### config.mk
export PLATFORM = sky130hd
export DESIGN_NAME = tfn_norm
export DESIGN_NICKNAME = d
export VERILOG_FILES = /design/src/hdl/tfn_pkg.sv /design/src/hdl/tfn_norm.sv
export SDC_FILE = /design/constraint.sdc
export NUM_CORES = 1
export LEC_CHECK = 0
export BUFFER_PORTS_ARGS = -buffer_cell sky130_fd_sc_hd__clkbuf_2
export CAP_MARGIN = 5
export CORE_MARGIN = 5
export CORE_UTILIZATION = 38
export CTS_BUF_LIST = sky130_fd_sc_hd__clkbuf_4 sky130_fd_sc_hd__clkbuf_8
export CTS_CLUSTER_SIZE = 40
export DETAILED_ROUTE_END_ITERATION = 8
export GPL_ROUTABILITY_DRIVEN = 0
export RECOVER_POWER = 25
export SYNTH_ARGS = -nofsm -noshare
export SYNTH_HDL_FRONTEND = slang
export SYNTH_SLANG_ARGS = --single-unit
### constraint.sdc
create_clock -name clk -period 5.3 [get_ports clk]
set_input_delay 0.53 -clock clk [delete_from_list [all_inputs] [get_ports clk]]
set_output_delay 0.53 -clock clk [all_outputs]
set_load 0.01 [all_outputs]
### src/hdl/tfn_pkg.sv
package tfn_pkg;

  localparam int COORD_WIDTH      = 16;
  localparam int NORMAL_FRAC_BITS = 14;
  localparam int OUT_WIDTH        = 16;
  // normalised magnitude width and square-root result width
  localparam int MANT_WIDTH       = 31;
  localparam int ROOT_WIDTH       = 32;

  typedef struct packed {
    logic       valid;
    logic       degen;
    logic [2:0] neg;
  } ctl_t;

endpackage

### src/hdl/tfn_norm.sv
module tfn_norm #(
  parameter int MAG_WIDTH = 2 * tfn_pkg::COORD_WIDTH + 3
) (
  input  logic                                      clk,
  input  logic                                      rst,
  input  logic                                      ce,
  input  tfn_pkg::ctl_t                             in_ctl,
  input  logic [2:0][MAG_WIDTH-1:0]                 mag,
  output tfn_pkg::ctl_t                             ctl,
  output logic [2:0][tfn_pkg::MANT_WIDTH-1:0]       m
);

  localparam int MANT = tfn_pkg::MANT_WIDTH;
  localparam int NW   = (MAG_WIDTH > MANT) ? MAG_WIDTH : MANT;
  localparam int SH   = $clog2(NW);

  tfn_pkg::ctl_t      entry_ctl;
  tfn_pkg::ctl_t      st_ctl [SH+1];
  logic [2:0][NW-1:0] st_v   [SH+1];

  // flag a zero cross product on the way in
  always_comb begin
    entry_ctl       = in_ctl;
    entry_ctl.degen = (mag[0] == '0) && (mag[1] == '0) && (mag[2] == '0);
  end

  always_ff @(posedge clk) begin
    if (rst) begin
      st_ctl[0] <= '0;
    end else if (ce) begin
      st_ctl[0] <= entry_ctl;
    end
    if (ce) begin
      for (int i = 0; i < 3; i++) begin
        st_v[0][i] <= NW'(mag[i]) << (NW - MAG_WIDTH);
      end
    end
  end

  // shift all three left together until the largest has its top bit set
  for (genvar j = 0; j < SH; j++) begin : g_shift
    localparam int AMT = 2 ** (SH - 1 - j);
    logic [NW-1:0] any;
    logic          zero_top;

    assign any      = st_v[j][0] | st_v[j][1] | st_v[j][2];
    assign zero_top = (any[NW-1 -: AMT] == '0);

    always_ff @(posedge clk) begin
      if (rst) begin
        st_ctl[j+1] <= '0;
      end else if (ce) begin
        st_ctl[j+1] <= st_ctl[j];
      end
      if (ce) begin
        for (int i = 0; i < 3; i++) begin
          st_v[j+1][i] <= zero_top ? (st_v[j][i] << AMT) : st_v[j][i];
        end
      end
    end
  end

  assign ctl = st_ctl[SH];

  always_comb begin
    for (int i = 0; i < 3; i++) begin
      m[i] = st_v[SH][i][NW-1 -: MANT];
    end
  end

endmodule

# After elaboration in Yosys (flattened, before gate mapping)
# Memory sizes are Yosys's and may differ from the RTL's.
# Index checks and enable logic that the tools add are counted.
# totals
input_bits,113
register_bits,0
ramBits,770
memories,2
rom_bits,0
latchBits,0
# classes
n_bitwise,19
muxes,31
shift,0
n_mul,0
eq_ne,0
n_addsub,0
n_lt_le_gt_ge,0
div,0
reduce_logical,10
# memory_table
memory,depth,word_bits,read_ports,rd_ports_with_merged_regs,wr,line_no,source
st_v,7,105,7,0,7,tfn_norm.sv:19,logic [2:0][NW-1:0] st_v [SH+1];
st_ctl,7,5,7,0,7,tfn_norm.sv:18,tfn_pkg::ctl_t st_ctl [SH+1];
# op_table
operator,count
35-bit 2-to-1 mux,18
35-bit OR,12
35-bit logical NOT,3
5-bit 2-to-1 mux,7
32-bit logical NOT,1
16-bit logical NOT,1
8-bit logical NOT,1
1-bit OR,7
1-bit 2-to-1 mux,6
4-bit logical NOT,1
1-bit logical AND,2
2-bit logical NOT,1

# Longest topological paths before layout
# Gate-level depths: netlist (run 1).
# An unclocked memory read counts as a cell.
# logic_depth
depth_word,5
depth_mapped,7
depth_no_buf,4

# Least setup slack after synthesis (run 1)
# No wires, ideal clock.
# synth_timing
path_type,reg2reg
startpoint,memory st_v[1][27] in the netlist's numbering
endpoint,memory st_v[2][16] in the netlist's numbering (data pin)
arrival_time_ns,1.624
setup_time_ns,0.260
setup_slack_ns,3.416
path_stages_with_launch,6
required_time_ns,5.040
cell_sequence,edfxtp_1 -> nor4_1 -> nand4_1 -> nor3_2 -> buf_4 -> mux2_2
# synth_rtl
element,line_no
start: declaration,tfn_norm.sv:19

==> flow_summary.json, run 1 <==
{
  "worst_slew_pin_slew_ns": 3.25,
  "worst_rel_slew_slack_pct": -116,
  "grt_pass1_vias": 15826,
  "timing.setup.tns_ns": 0,
  "switching_share_pct": 22.0,
  "post-route-cell-area_mm2": 0.0343,
  "cts.htree.levels": 3,
  "sequential_area_mm2": 0.0224,
  "report.final.slew_viol_count": 156,
  "floorplan.die.height_um": 286,
  "synth.largest_area_cell": "sky130_fd_sc_hd__edfxtp_1",
  "crit_path_start_kind": "register",
  "postCtsHoldBufs": 108,
  "combPwrFrac_pct": 4.5,
  "rsz0062_at_grt": "no",
  "failed_checks": "capacitance limit, slew limit",
  "path_class": "register to register",
  "num_io_pins": 211,
  "finalHoldViolations": 0,
  "ys_seq_area_share_pct": 77.1,
  "power.share.clock_pct": 39.5,
  "worstHoldPathType": "input port to register",
  "yosys-top-cells-area": "sky130_fd_sc_hd__edfxtp_1 (77%), sky130_fd_sc_hd__nand2_1 (6.6%), sky130_fd_sc_hd__mux2_2 (6.0%), sky130_fd_sc_hd__a21o_1 (2.4%), sky130_fd_sc_hd__nor2b_1 (1.6%)",
  "finalSetupViolations": 0,
  "static-leakage-power_nw": 12.9,
  "floorplan_die_area_mm2": 0.0821,
  "fraction_of_post_synthesis_cell_area_in_the_top_cell_type_by_area_pct": 77.1,
  "synth.most_common_cell": "sky130_fd_sc_hd__edfxtp_1",
  "numClockSinks": 746,
  "dpl-instance-area_mm2": 0.0308,
  "netlist_area_before_placement_mm2": 0.0290,
  "synth_async_sr_flop_share_pct": 0,
  "detailedRoute.firstIterationViolations": 1099,
  "vdd_ir_drop_max_v": 0.000200,
  "netlist_instances": 1911,
  "outcome": "finished, violations left",
  "power.share.sequential_pct": 55.9,
  "fillCellCount": 6824,
  "grt-ovfl-total": 0,
  "initial_core_util_pct": 38.3,
  "total_switching_power_mw": 2.83,
  "cts.reportedPaths.clkPinSlew_ns": 0.06,
  "clkLatencyLatePin_ns": 0.77,
  "cp_data_required_time_ns": 5.75,
  "global_route_wire_length_before_repair_um": 94600,
  "dominantRegCellSynth": "sky130_fd_sc_hd__edfxtp_1",
  "avgRoutedWirePerCell_um": 18.8,
  "die_width_um": 286,
  "post_synth_most_frequent_cells": "sky130_fd_sc_hd__edfxtp_1 (746), sky130_fd_sc_hd__nand2_1 (514), sky130_fd_sc_hd__mux2_2 (156)",
  "crit_arrival_ns": 4.18,
  "tritoncts_clock_tree": "built",
  "postCtsResizedCells": 0,
  "area_delta_synth_final_pct": 17.9,
  "number_of_post_cts_setup_repair_buffers": 0,
  "drive_gt1_share_pct": 21.2,
  "maximum_achievable_frequency_ghz": 0.268,
  "power_per_cell_area_mw_per_mm2": 377,
  "skew_ns": 0.0648,
  "synthDistinctLibCells": 29,
  "timing.max_cap.violations": 3,
  "remaining_drc_errors": 0,
  "cts.path.max_buffers": 3,
  "groute.usage.overall_pct": 14.9,
  "grt_start_max_net_pins": 184,
  "clock_tree.root_cell": "sky130_fd_sc_hd__clkbuf_8",
  "cell_int_power_mw": 10.1,
  "drt-pass1-iter-count": 5,
  "final.period_utilization_pct": 70.4,
  "ant_nets": 0,
  "placeable_core_area_mm2": 0.0758,
  "critPathMaxFanout": 62,
  "tritoncts.num_buffers": 120,
  "yosys_warnings": 0,
  "vias": 15591,
  "via_per_inst": 4.74,
  "worst_setup_path_end_kind": "register",
  "synth_seq_cells": 746,
  "synth_enable_flop_cells": 746,
  "synth_area_per_cell_um2": 15.2,
  "postRouteWirelength_um": 61600,
  "initial_antenna_violation_count": 1,
  "place_hpwl_um": 43200,
  "fin_crit_ns": 3.73,
  "fin_nets": 2316,
  "synth_fp_nets": 2024,
  "io_buffers": 209,
  "rows": 101,
  "multi_input_area_mm2": 0.00595
}
## power by group through the flow
| stage | registers (mW) | clock network [mW] | logic (mW) |
|---|---|---|---|
| floorplan | 7.21 | 0 | 0.257 |
| global placement | 7.33 | 0 | 0.530 |
| detailed placement | 7.33 | 0 | 0.535 |
| CTS | 7.21 | 5.26 | 0.605 |
| global route | 7.24 | 5.54 | 0.651 |
| finish | 7.21 | 5.10 | 0.586 |
## cell type report
class | instances | area share (%)
clock inverter | 78 | 1.93
multi-input combinational | 1002 | 17.4
tap | 978 | 3.57
clock buffer | 148 | 5.45
antenna | 2 | 0.0146
sequential | 746 | 65.4
timing repair buffer | 333 | 6.25
## worst paths after layout
check / from / endpoint / slack [ns] / depth (start not counted)
worst min register to register: st_v[0][27] / st_v[1][27] / 0.44 / 0
worst max-delay path: st_v[5][69] / st_v[6][57] / 1.57 / 3
worst max register to register: st_v[5][69] / st_v[6][57] / 1.57 / 3
worst min-delay path: in_ctl[2] / st_ctl[0][2] / 0.08 / 2
## per-stage QoR
step	setup WS (ns)	hold WS [ns]	total power [mW]	util, %	std cells
6_report	1.57	0.0841	12.9	45.2	3287
5_1_grt	1.31	0.0364	13.4	45.2	3287
4_1_cts	2.45	0.00258	13.1	45.4	3285
3_5_place_dp	2.21	0.436	7.87	40.6	2951
3_3_place_gp	2.13	0.437	7.86	40.6	2951
2_1_floorplan	3.42	0.484	7.47	-	1911
## layout by cell type, fill, tap and decap left out, drive strengths merged
master	instances
nor3	3
nor4	72
nand3	3
and3	2
or4	1
a21o	93
nor2b	73
and2	43
nand2	514
nor2	6
clkinvlp	3
a21boi	9
mux2	156
or2	1
buf	14
inv	4
nor4b	1
edfxtp	746
bufinv	10
clkbuf	359
diode	2
dlygate4sd3	108
a31o	9
nand4	16
clkinv	61
## worst max-delay path, stage by stage (launching register included)
cell and delay, ns:
sky130_fd_sc_hd__edfxtp_1 0.42, sky130_fd_sc_hd__nor3_1 0.27, sky130_fd_sc_hd__clkbuf_1 2.15, sky130_fd_sc_hd__mux2_2 0.51
## sequential cells by signal, summed over array words and instances, names as in the netlist
name,flops
st_v,711
st_ctl,35
## kinds of logic after synthesis
kind of cell | after synthesis | share of synthesized area, %
buf+inv | 163 | 2.46
compound gates | 111 | 2.91
flops | 746 | 77.1
mux | 156 | 6.05
simple gates | 735 | 11.4
## layer usage
layer | up-vias | track usage, % | part of all wire, %
met2 | 513 | 23.4 | 46
met5 | - | 0 | 0
met3 | 117 | 2.92 | 6.1
met1 | 7442 | 20.6 | 45
li1 | 7519 | - | -
met4 | 0 | 5.74 | 3.0
(Power assumes the default switching activity.)
==> run 2: changes to the inputs <==
- ABC_AREA: unset -> 1
- clock period: 5.3 -> 3 ns (I/O delays scaled with it)
==> run 2 against run 1 <==
  * The flow still finishes with violations (capacitance limit, slew limit)
  * Routed wire length grew 0.42%
  * Total power increased by 77%
  * Via count is 12% higher
  * Count of clock-buffer cells in the layout is 5 higher
  * Critical endpoint is now st_ctl[6][2]
  * Largest power group unchanged
  * Highest routed layer unchanged
==> flow_summary.json, run 2 <==
{
  "outcome": "finished, violations left",
  "failed_checks": "capacitance limit, slew limit",
  "initial_antenna_violation_count": 1,
  "crit_path_start_kind": "input port",
  "global_route.usage.met3_pct": 3.22,
  "combinational_family_with_the_most_area_after_synthesis": "simple AND/OR/NAND/NOR gates",
  "synth_area_per_cell_um2": 11.9,
  "dpl-instance-area_mm2": 0.0319,
  "synth_enable_flop_cells": 746,
  "layout_commonest_cell": "sky130_fd_sc_hd__edfxtp_1",
  "fin_nets": 2915,
  "rsz0062_at_grt": "no",
  "worst_setup_path_startpoint": "ce",
  "largest_register_ff_count": 711,
  "yosys_warnings": 0,
  "grtUsageMet2_pct": 23.0,
  "cp_cell_sequence": "dlygate4sd3_1 -> clkbuf_2 -> or2_2",
  "report.final.slew_viol_count": 44,
  "finalHoldViolations": 0,
  "final.period_utilization_pct": 85.5,
  "postRouteWirelength_um": 61900,
  "rows": 103,
  "initial_core_util_pct": 38.1,
  "synth_fp_nets": 2639,
  "met1_usage_pct": 19.8,
  "cts.path.max_buffers": 3,
  "crit_arrival_ns": 2.89,
  "tritoncts.num_buffers": 118,
  "critPathMaxFanout": 49,
  "fraction_of_post_synthesis_cell_area_in_the_top_cell_type_by_area_pct": 74.8,
  "synthDistinctLibCells": 27,
  "area_delta_synth_final_pct": 18.1,
  "netlist_instances": 2526,
  "timing.setup.tns_ns": 0,
  "synth_seq_cells": 746,
  "place_hpwl_um": 45300,
  "skew_ns": 0.0465,
  "maximum_achievable_frequency_ghz": 0.390,
  "worst_rel_slew_slack_pct": -4.93,
  "floorplan.die.height_um": 291,
  "synth-simple-area-share_pct": 12.2,
  "num_io_pins": 211,
  "worst_slew_pin_slew_ns": 1.57,
  "synth.most_common_cell": "sky130_fd_sc_hd__edfxtp_1",
  "critical_path.max_stage_delay_ns": 1.11,
  "grt-ovfl-total": 0,
  "totalPowerFinal_mw": 22.8,
  "ant_nets": 0,
  "cts.reportedPaths.clkPinSlew_ns": 0.06,
  "timing.max_cap.violations": 1,
  "via_per_inst": 4.44,
  "cts.htree.levels": 3,
  "synth_compound_area_share_pct": 5.95,
  "synth_async_sr_flop_share_pct": 0,
  "post_synth_most_frequent_cells": "sky130_fd_sc_hd__edfxtp_1 (746), sky130_fd_sc_hd__nand2_1 (541), sky130_fd_sc_hd__inv_1 (347)",
  "netlist_area_before_placement_mm2": 0.0299,
  "vdd_ir_drop_max_v": 0.000315,
  "clock_tree.root_cell": "sky130_fd_sc_hd__clkbuf_8",
  "die_width_um": 291,
  "multi_input_area_mm2": 0.00550,
  "post_synth_mux_area_share_pct": 0.150,
  "remaining_drc_errors": 0,
  "postCtsResizedCells": 0,
  "static-leakage-power_nw": 14.4,
  "numClockSinks": 746,
  "groute.usage.overall_pct": 14.6,
  "avgRoutedWirePerCell_um": 15.7,
  "sequential_area_mm2": 0.0224,
  "worstHoldPathType": "input port to register",
  "synth_fa_ha_area_share_pct": 0,
  "vias": 17539,
  "finalSetupViolations": 0,
  "clkLatencyLatePin_ns": 0.74,
  "top_regs": "st_v: 711 flops, st_ctl: 35 flops",
  "placeable_core_area_mm2": 0.0786,
  "timing.critical_path.buf_inv": 2,
  "grt_start_max_net_pins": 131,
  "timing.critical_path.slowest_stage_cell": "sky130_fd_sc_hd__clkbuf_2",
  "path_class": "input port to register",
  "cp_data_required_time_ns": 3.33,
  "post-route-cell-area_mm2": 0.0354,
  "fillCellCount": 7363,
  "ys_seq_area_share_pct": 74.8,
  "power_per_cell_area_mw_per_mm2": 645,
  "r2r_start": "st_v[3][103]",
  "global_route_wire_length_before_repair_um": 98000,
  "fin_crit_ns": 2.56,
  "yosys-top-cells-area": "sky130_fd_sc_hd__edfxtp_1 (75%), sky130_fd_sc_hd__nand2_1 (6.8%), sky130_fd_sc_hd__inv_1 (4.4%), sky130_fd_sc_hd__nor2_1 (3.2%), sky130_fd_sc_hd__o21ai_0 (3.0%)",
  "globalRoute.busiestLayer": "met2",
  "io_buffers": 209,
  "dominantRegCellSynth": "sky130_fd_sc_hd__edfxtp_1",
  "grt_pass1_vias": 17423,
  "largest_register": "st_v",
  "drive_gt1_share_pct": 11.8,
  "synth.largest_area_cell": "sky130_fd_sc_hd__edfxtp_1",
  "worst_setup_path_end_kind": "register",
  "most-common-layout-cells": "sky130_fd_sc_hd__edfxtp_1 (746), sky130_fd_sc_hd__nand2_1 (541), sky130_fd_sc_hd__inv_1 (347), sky130_fd_sc_hd__nor2_1 (258), sky130_fd_sc_hd__o21ai_0 (181)",
  "cpLargestDelayFamily": "buffers and inverters",
  "tritoncts_clock_tree": "built",
  "drt-pass1-iter-count": 5,
  "floorplan_die_area_mm2": 0.0845,
  "synth-xor-area-share_pct": 0,
  "detailedRoute.firstIterationViolations": 1203,
  "hold_path_startpoint": "rst"
}
run 2: power by group:
| group | total, mW | leakage (nW) | switching [mW] | internal (mW) |
|---|---|---|---|---|
| registers | 12.6 | 7.35 | 0.338 | 12.3 |
| clock network | 9.01 | 1.31 | 3.92 | 5.10 |
| logic | 1.18 | 5.71 | 0.748 | 0.427 |
run 2: area by class of cell:
cell class,instances,share of cell area (%)
antenna,2,0.0142
clock buffer,153,5.35
clock inverter,67,1.73
inverter,349,3.70
multi-input combinational,1244,15.6
sequential,746,63.4
tap,1050,3.72
timing repair buffer,343,6.58
run 2: path summary, 6_finish.rpt:
check             slack, ns            to  cells past startpoint
hold reg to reg        0.45   st_v[1][86]                      0
hold / removal         0.17  st_ctl[0][3]                      6
setup reg to reg       0.76   st_v[4][73]                      5
setup / recovery       0.44  st_ctl[6][2]                      3
run 2: repair_timing:
item	CTS	global route
hold endpoints to repair	148	0
setup buffers	0	0
hold buffers	110	0
run 2: logic make-up after synthesis:
logic type / Yosys count
multiplexers: 4
flip-flops: 746
buffers and inverters: 536
AND/OR/NAND/NOR: 913
AO/OA/AOI/OAI: 327
run 2: tightest hold or removal path, delay by kind of cell:
kind	cells	cell delay [ns]
simple gates	5	0.36
buf+inv	1	0.08
run 2: stage by stage:
| step | utilization (%) | hold WS (ns) | setup WS [ns] | cells |
|---|---|---|---|---|
| 4_1_cts | 45.1 | 0.149 | 0.768 | 3952 |
| 5_1_grt | 45.0 | 0.163 | 0.298 | 3954 |
| 2_1_floorplan | - | 0.399 | 1.41 | 2526 |
| 3_3_place_gp | 40.6 | 0.436 | 0.795 | 3622 |
| 3_5_place_dp | 40.6 | 0.434 | 0.775 | 3622 |
| 6_report | 45.0 | 0.173 | 0.435 | 3954 |
run 2: layer usage:
layer	wire length, um	vias to the layer above
met1	27600	7969
met2	28200	488
met5	0	-
met3	3730	130
met4	2340	0
li1	-	8952
==> run 3: changes to the inputs <==
- SETUP_SLACK_MARGIN: unset -> 0.5
==> run 3 against run 2 <==
  * Flip-flop and latch count did not move
  * The run still ends with capacitance limit, slew limit left
  * Hold slack barely moved
  * Combinational power barely moved
  * First-iteration DRC count fell by 0.17%
==> flow_summary.json, run 3 (same netlist as run 2, synthesis figures left out) <==
{
  "outcome": "finished, violations left",
  "failed_checks": "capacitance limit, slew limit",
  "final_critical_path_setup_slack_ns": 0.433,
  "postRouteWirelength_um": 62000,
  "static-leakage-power_nw": 14.4,
  "top_regs": "st_v: 711 flops, st_ctl: 35 flops",
  "num_io_pins": 211,
  "worst_hold_slack_ns": 0.173,
  "worst_setup_path_startpoint": "ce",
  "crit_path_start_kind": "input port",
  "finalSetupViolations": 0,
  "floorplan_die_area_mm2": 0.0845,
  "fin_nets": 2915,
  "dp_worst_setup_slack_ns": 0.775,
  "skew_ns": 0.0465,
  "most-common-layout-cells": "sky130_fd_sc_hd__edfxtp_1 (746), sky130_fd_sc_hd__nand2_1 (541), sky130_fd_sc_hd__inv_1 (347), sky130_fd_sc_hd__nor2_1 (258), sky130_fd_sc_hd__o21ai_0 (181)",
  "detailedRoute.firstIterationViolations": 1201,
  "placed_cells_incl_taps": 3622,
  "final.period_utilization_pct": 85.6,
  "grt-ovfl-total": 0,
  "final_core_utilization_pct": 45.0,
  "vias": 17574,
  "finalHoldViolations": 0,
  "clock_tree.root_cell": "sky130_fd_sc_hd__clkbuf_8",
  "crit_arrival_ns": 2.89,
  "worst_setup_path_end_kind": "register",
  "die_width_um": 291,
  "global_route_wire_length_before_repair_um": 98000,
  "ant_nets": 0,
  "fin_crit_ns": 2.57,
  "drive_gt1_share_pct": 11.8,
  "drt-pass1-iter-count": 5,
  "worst_slew_pin_slew_ns": 1.58,
  "layout_commonest_cell": "sky130_fd_sc_hd__edfxtp_1",
  "cts.reportedPaths.clkPinSlew_ns": 0.06,
  "r2r.worst_path.cells": 7,
  "path_class": "input port to register",
  "layout.cells.non_filler": 3954,
  "tritoncts_clock_tree": "built",
  "maximum_achievable_frequency_ghz": 0.390,
  "timing.setup.tns_ns": 0,
  "clkLatencyLatePin_ns": 0.74,
  "via_per_inst": 4.44,
  "rows": 103,
  "place_hpwl_um": 45300,
  "area_delta_synth_final_pct": 18.1,
  "rsz0062_at_grt": "no",
  "floorplan.die.height_um": 291,
  "placeable_core_area_mm2": 0.0786,
  "power_per_cell_area_mw_per_mm2": 645,
  "critPathMaxFanout": 49,
  "grt_start_max_net_pins": 131,
  "cts.path.max_buffers": 3,
  "largest_register_ff_count": 711,
  "cts.htree.levels": 3,
  "vdd_ir_drop_max_v": 0.000314,
  "fillCellCount": 7360,
  "report.final.slew_viol_count": 44,
  "largest_register": "st_v",
  "io_buffers": 209,
  "cp_data_required_time_ns": 3.33,
  "grt_pass1_vias": 17423,
  "hold_path_startpoint": "rst",
  "worst_hold_path.num_cells": 6,
  "tritoncts.num_buffers": 118,
  "worst_rel_slew_slack_pct": -5.17,
  "timing.max_cap.violations": 1,
  "remaining_drc_errors": 0,
  "initial_core_util_pct": 38.1,
  "number_of_post_cts_setup_repair_buffers": 0,
  "avgRoutedWirePerCell_um": 15.7,
  "groute.usage.overall_pct": 14.6,
  "r2r_start": "st_v[2][98]",
  "worstHoldPathType": "input port to register",
  "numClockSinks": 746,
  "initial_antenna_violation_count": 1
}
[run 3: through the flow]
step	instance area (um2)	power (mW)
2_1_floorplan	29900	13.2
3_3_place_gp	31900	13.9
3_5_place_dp	31900	13.9
4_1_cts	35500	23.1
5_1_grt	35400	23.8
6_report	35400	22.8
[run 3: what timing repair did]
action                                  CTS  global route
endpoints found under the setup margin    0             2
gates resized for setup                   0             1
hold buffers                            110             0
endpoints found under the hold margin   148             0
[run 3: layout make-up]
class	instances	area [um2]	area share [%]
diodes	2	5.00	0.0142
clock buffers	153	1890	5.35
clock inverters	67	612	1.73
inverters	349	1310	3.70
multi-input cells	1244	5500	15.6
flip-flops and latches	746	22400	63.3
well taps	1050	1310	3.71
repair buffers	343	2330	6.58
[run 3: where the power goes]
group	switching [mW]	internal (mW)	leakage, nW
Clock	3.92	5.10	1.31
Combinational	0.748	0.427	5.72
Sequential	0.338	12.3	7.35
Total	5.00	17.8	14.4
[run 3: final timing paths]
check	slack (ns)	endpoint
min	0.17	st_ctl[0][3]
min reg2reg	0.45	st_v[1][86]
max	0.43	st_ctl[6][2]
max reg2reg	0.77	st_v[3][91]
[run 3: routing by layer]
| metal | vias to the layer above | part of all wire [%] | track usage (%) |
|---|---|---|---|
| met5 | - | 0 | 0 |
| met4 | 0 | 3.8 | 5.93 |
| met3 | 130 | 6.0 | 3.22 |
| met2 | 496 | 46 | 23.0 |
| met1 | 7998 | 45 | 19.8 |
| li1 | 8950 | - | - |
[run 3: worst max-delay path, cell delays in order]
cell and delay (ns):
sky130_fd_sc_hd__dlygate4sd3_1 0.55, sky130_fd_sc_hd__clkbuf_2 1.11, sky130_fd_sc_hd__or2_2 0.82
